===== config.mk =====
export PLATFORM = sky130hd
export DESIGN_NAME = vpri_ctrl
export DESIGN_NICKNAME = d
export VERILOG_FILES = /design/src/rtl/vpri_pkg.sv /design/src/rtl/vpri_ctrl.sv
export VERILOG_INCLUDE_DIRS = /design/src /design/src/rtl
export SDC_FILE = /design/constraint.sdc
export NUM_CORES = 1
export LEC_CHECK = 0
export BUFFER_PORTS_ARGS = -buffer_cell sky130_fd_sc_hd__buf_2
export CELL_PAD_IN_SITES_DETAIL_PLACEMENT = 1
export CELL_PAD_IN_SITES_GLOBAL_PLACEMENT = 1
export CORE_AREA = 3 3 40 42
export DETAILED_ROUTE_END_ITERATION = 7
export DIE_AREA = 0 0 43 45
export GPL_TIMING_DRIVEN = 1
export PLACE_DENSITY_LB_ADDON = 0.1
export REMOVE_ABC_BUFFERS = 1
export SLEW_MARGIN = 20
export SYNTH_ARGS = -nofsm -noshare
export SYNTH_HDL_FRONTEND = slang
export SYNTH_SLANG_ARGS = --single-unit

===== constraint.sdc =====
create_clock -name clk -period 1.1 [get_ports clk]
set_input_delay 0.055 -clock clk [delete_from_list [all_inputs] [get_ports clk]]
set_output_delay 0.055 -clock clk [all_outputs]
set_load 0.005 [all_outputs]

===== src/rtl/video_port_register_interface_macros.svh =====
// Assertion helpers, clocked on clk and disabled during rst.
`ifndef VIDEO_PORT_REGISTER_INTERFACE_MACROS_SVH
`define VIDEO_PORT_REGISTER_INTERFACE_MACROS_SVH
`ifndef SYNTHESIS
`define VPRI_ASSERT_IMP(lbl, ante, cons) \
  lbl: assert property (@(posedge clk) disable iff (rst) (ante) |-> (cons)) \
    else $error("assertion failed");
`define VPRI_ASSERT_NXT(lbl, ante, cons) \
  lbl: assert property (@(posedge clk) disable iff (rst) (ante) |=> (cons)) \
    else $error("assertion failed");
`else
`define VPRI_ASSERT_IMP(lbl, ante, cons)
`define VPRI_ASSERT_NXT(lbl, ante, cons)
`endif
`endif


===== src/rtl/vpri_pkg.sv =====
package vpri_pkg;

  localparam int VPRI_VRAM_ADDR_BITS   = 16;
  localparam int VPRI_PALETTE_ENTRIES  = 256;

  localparam logic [31:0] PALETTE_RESET_VALUE = 32'h0000_00FF;

  localparam int CFG_INDEX_BITS = 1;
  localparam int CFG_DATA_BITS  = 10;
  localparam logic [CFG_INDEX_BITS-1:0] CFG_VBLANK_LINE = 1'b0;
  localparam logic [CFG_INDEX_BITS-1:0] CFG_READY_LINE  = 1'b1;

  localparam logic [9:0] VBLANK_LINE_RESET = 10'd192;
  localparam logic [9:0] READY_LINE_RESET  = 10'd192;

  localparam logic [1:0] OP_READ  = 2'd0;
  localparam logic [1:0] OP_WRITE = 2'd1;
  localparam logic [1:0] OP_TICK  = 2'd2;

  localparam logic [3:0] PORT_CTRL    = 4'd0;
  localparam logic [3:0] PORT_DATA    = 4'd1;
  localparam logic [3:0] PORT_STATUS  = 4'd2;
  localparam logic [3:0] PORT_PAL_IDX = 4'd3;
  localparam logic [3:0] PORT_PAL_R   = 4'd4;
  localparam logic [3:0] PORT_PAL_A   = 4'd7;
  localparam logic [3:0] PORT_SCROLL0 = 4'd8;
  localparam logic [3:0] PORT_SCROLL3 = 4'd11;
  localparam logic [3:0] PORT_BANK0   = 4'd12;
  localparam logic [3:0] PORT_BANK1   = 4'd13;

  typedef enum logic [1:0] {
    ST_CLEAR,
    ST_IDLE,
    ST_EXEC
  } state_t;

  typedef struct packed {
    logic clear;
    logic accept;
    logic exec;
  } cmd_t;

  typedef struct packed {
    logic clear_last;
  } status_t;

endpackage


===== src/rtl/vpri_ctrl.sv =====
`include "video_port_register_interface_macros.svh"

module vpri_ctrl (
  input  logic              clk,
  input  logic              rst,
  input  logic              item_valid,
  output logic              item_ready,
  output logic              out_valid,
  input  logic              out_ready,
  input  vpri_pkg::status_t status,
  output vpri_pkg::cmd_t    cmd
);
  import vpri_pkg::*;

  state_t state, state_next;
  logic   accept;

  assign accept = item_valid && item_ready;

  always_comb begin
    state_next = state;
    unique case (state)
      ST_CLEAR: if (status.clear_last) state_next = ST_IDLE;
      ST_IDLE:  if (accept) state_next = ST_EXEC;
      ST_EXEC:  state_next = ST_IDLE;
      default:  state_next = ST_CLEAR;
    endcase
  end

  always_comb begin
    item_ready = 1'b0;
    cmd        = '0;
    unique case (state)
      ST_CLEAR: cmd.clear = 1'b1;
      ST_IDLE: begin
        item_ready = !out_valid || out_ready;
        cmd.accept = item_valid && (!out_valid || out_ready);
      end
      ST_EXEC:  cmd.exec = 1'b1;
      default: ;
    endcase
  end

  always_ff @(posedge clk) begin
    if (rst) begin
      state     <= ST_CLEAR;
      out_valid <= 1'b0;
    end else begin
      state <= state_next;
      if (cmd.exec) begin
        out_valid <= 1'b1;
      end else if (out_ready) begin
        out_valid <= 1'b0;
      end
    end
  end

  `VPRI_ASSERT_IMP(a_no_accept_in_clear, state == ST_CLEAR, !item_ready)
  `VPRI_ASSERT_IMP(a_accept_slot_free, accept, !out_valid || out_ready)
  `VPRI_ASSERT_NXT(a_accept_then_exec, accept, state == ST_EXEC)
  `VPRI_ASSERT_NXT(a_exec_gives_result, cmd.exec, out_valid)

endmodule


==> results.txt <==
status: complete, no violations
row count: 13
minimum clock period: 1020 ps
register area share after synthesis: 0.436
CP top delay family: simple AND/OR/NAND/NOR gates
post-route ant nets: 0
Avg Inst Size Synth: 9.18 um2
Clk Latency, worst-skew pair: 230 ps
switching share of power: 0.241
Rel. slew slack: 0.841
CP Buf/Inv Count: 1
worst-path cell with the longest stage delay: or3_1
P_sw: 0.0901 mW
H-tree levels: 1
Util after Layout: 0.215
vias per cell: 3.70
Die H: 45 um
DRT Pass-1 Iters: 3
Hold Buf Count CTS: 0
# setup viols final: 0
worst vdd ir: 0.000654 V
TritonCTS Buffers: 3
port bufs: 9
pin count of the biggest net entering global routing: 7
CTS tree: built
crit-path max FO: 3
critical path class: flop to flop
Mapped Area: 138 um2
clock share of power: 0.526
YS warnings: 0
routed len/inst: 10.4 um
DP Area: 201 um2
Min-Delay Path Class: input port to flop
fin area: 277 um2
library cells used by synthesis: 11
antenna cells: 0
Syn Inst Count: 15
routability congestion estimate: 0.595
Startpoint Class: flop
Final Hold Vio Count: 0
critical path endpoint category: flop
Pleak: 0.134 nW
clk buf depth: 2
PwrDens: 1350 nW/um2
Max Slew Vio Count: 0
initial antenna violation count: 0
Layout area overhead: 101%
final wirelength: 477 um
max-cap violations: 0
clock-pin slew on the worst setup and hold paths: 40 ps
drt initial violations: 1
CP required: 1220 ps
vias in the first global route: 183
total die area: 1940 um2
clock sink count: 3
commonest cells after routing, fill and taps aside: buf_2 (9), clkbuf_4 (3), buf_4 (3)
number of remaining DRC errors: 0
Final Skew: 2.73 ps
vias: 170
register share of total power: 0.331
first-pass GRT wire length: 765 um
Initial Util: 0.107
Chip Width: 43 um
Layout Nets: 37
pre-CTS setup slack: 147 ps
P_int: 0.284 mW
combinational fraction of design power: 0.143
GR Overflow Total: 0
worst path cell trace: buf_4, or3_1, o211a_1
layout cells sized above 1: 0.710
Placeable Area: 1280 um2
RSZ-0062 raised after global routing: yes
most common cell after layout, fill and taps aside: buf_2
Setup WS post-layout: 84.3 ps
Arr. time, crit path: 1140 ps
Final TNS setup: 0 ps
FF+latch count, synth: 3
achievable frequency: 0.985 GHz
# IOs: 10
Tcrit/Tclk final: 0.923
Tot GR Track Use: 0.0590
measured slew at the worst slew-check pin: 235 ps
Root Buffer: clkbuf_4
CP max stage delay: 330 ps
repair_timing:
item | 4_1_cts | 5_1_grt
pin swaps | 1 | 1
buffers inserted | 0 | 3
resized for setup | 4 | 4
setup endpoints to repair | 2 | 2
sequential cells by signal, summed over array words and instances, names as in the netlist:
| register | flops |
|---|---|
| state | 2 |
| out_valid | 1 |
path summary, 6_finish.rpt:
kind	from	endpoint	slack (ps)	cells after the start
max	state[1]	state[0]	80	3
min	rst	state[1]	20	2
max reg2reg	state[1]	state[0]	80	3
min reg2reg	state[0]	state[1]	520	2
cell usage after synthesis:
library cell,number,area [um2]
o211a_1,1,10.0
nor2b_1,2,12.5
nand2b_1,1,6.26
dfxtp_1,3,60.1
nor2_1,2,7.51
o21ba_2,1,10.0
a21oi_1,1,5.00
nor4b_1,1,8.76
nand2_1,1,3.75
or3_1,1,6.26
nor3b_1,1,7.51
area by class of cell:
cell class / instances / area (um2)
Fill cell: 160 / 1010
Timing Repair Buffer: 12 / 67.6
Tap cell: 15 / 18.8
Sequential cell: 3 / 66.3
Clock buffer: 4 / 26.3
Multi-Input combinational cell: 12 / 97.6
metrics by stage:
| stage | total power [mW] | instances | hold slack, ps |
|---|---|---|---|
| detailed placement | 0.168 | 39 | 276 |
| global route | 0.410 | 46 | 21.0 |
| global placement | 0.168 | 39 | 275 |
| CTS | 0.381 | 43 | 15.7 |
| finish | 0.375 | 46 | 17.0 |
| floorplan | 0.144 | 15 | 132 |
power groups by stage:
stage	clock [mW]	sequential (mW)	combinational (mW)
2_1_floorplan	0	0.122	0.0215
3_3_place_gp	0	0.124	0.0438
3_5_place_dp	0	0.124	0.0441
5_1_grt	0.224	0.125	0.0616
4_1_cts	0.207	0.125	0.0485
6_report	0.197	0.124	0.0537
routing by layer:
metal,share of wire,global-route usage,vias to the layer above,wire (um)
met3,0.071,0.0518,0,34
met4,0,0.0361,0,0
li1,-,-,85,-
met2,0.48,0.0778,10,228
met5,0,0,-,0
met1,0.45,0.0624,75,213
logic make-up after synthesis:
logic type / synth area share
flops: 0.436
simple gates: 0.382
compound gates: 0.182
(Power assumes the default switching activity.)
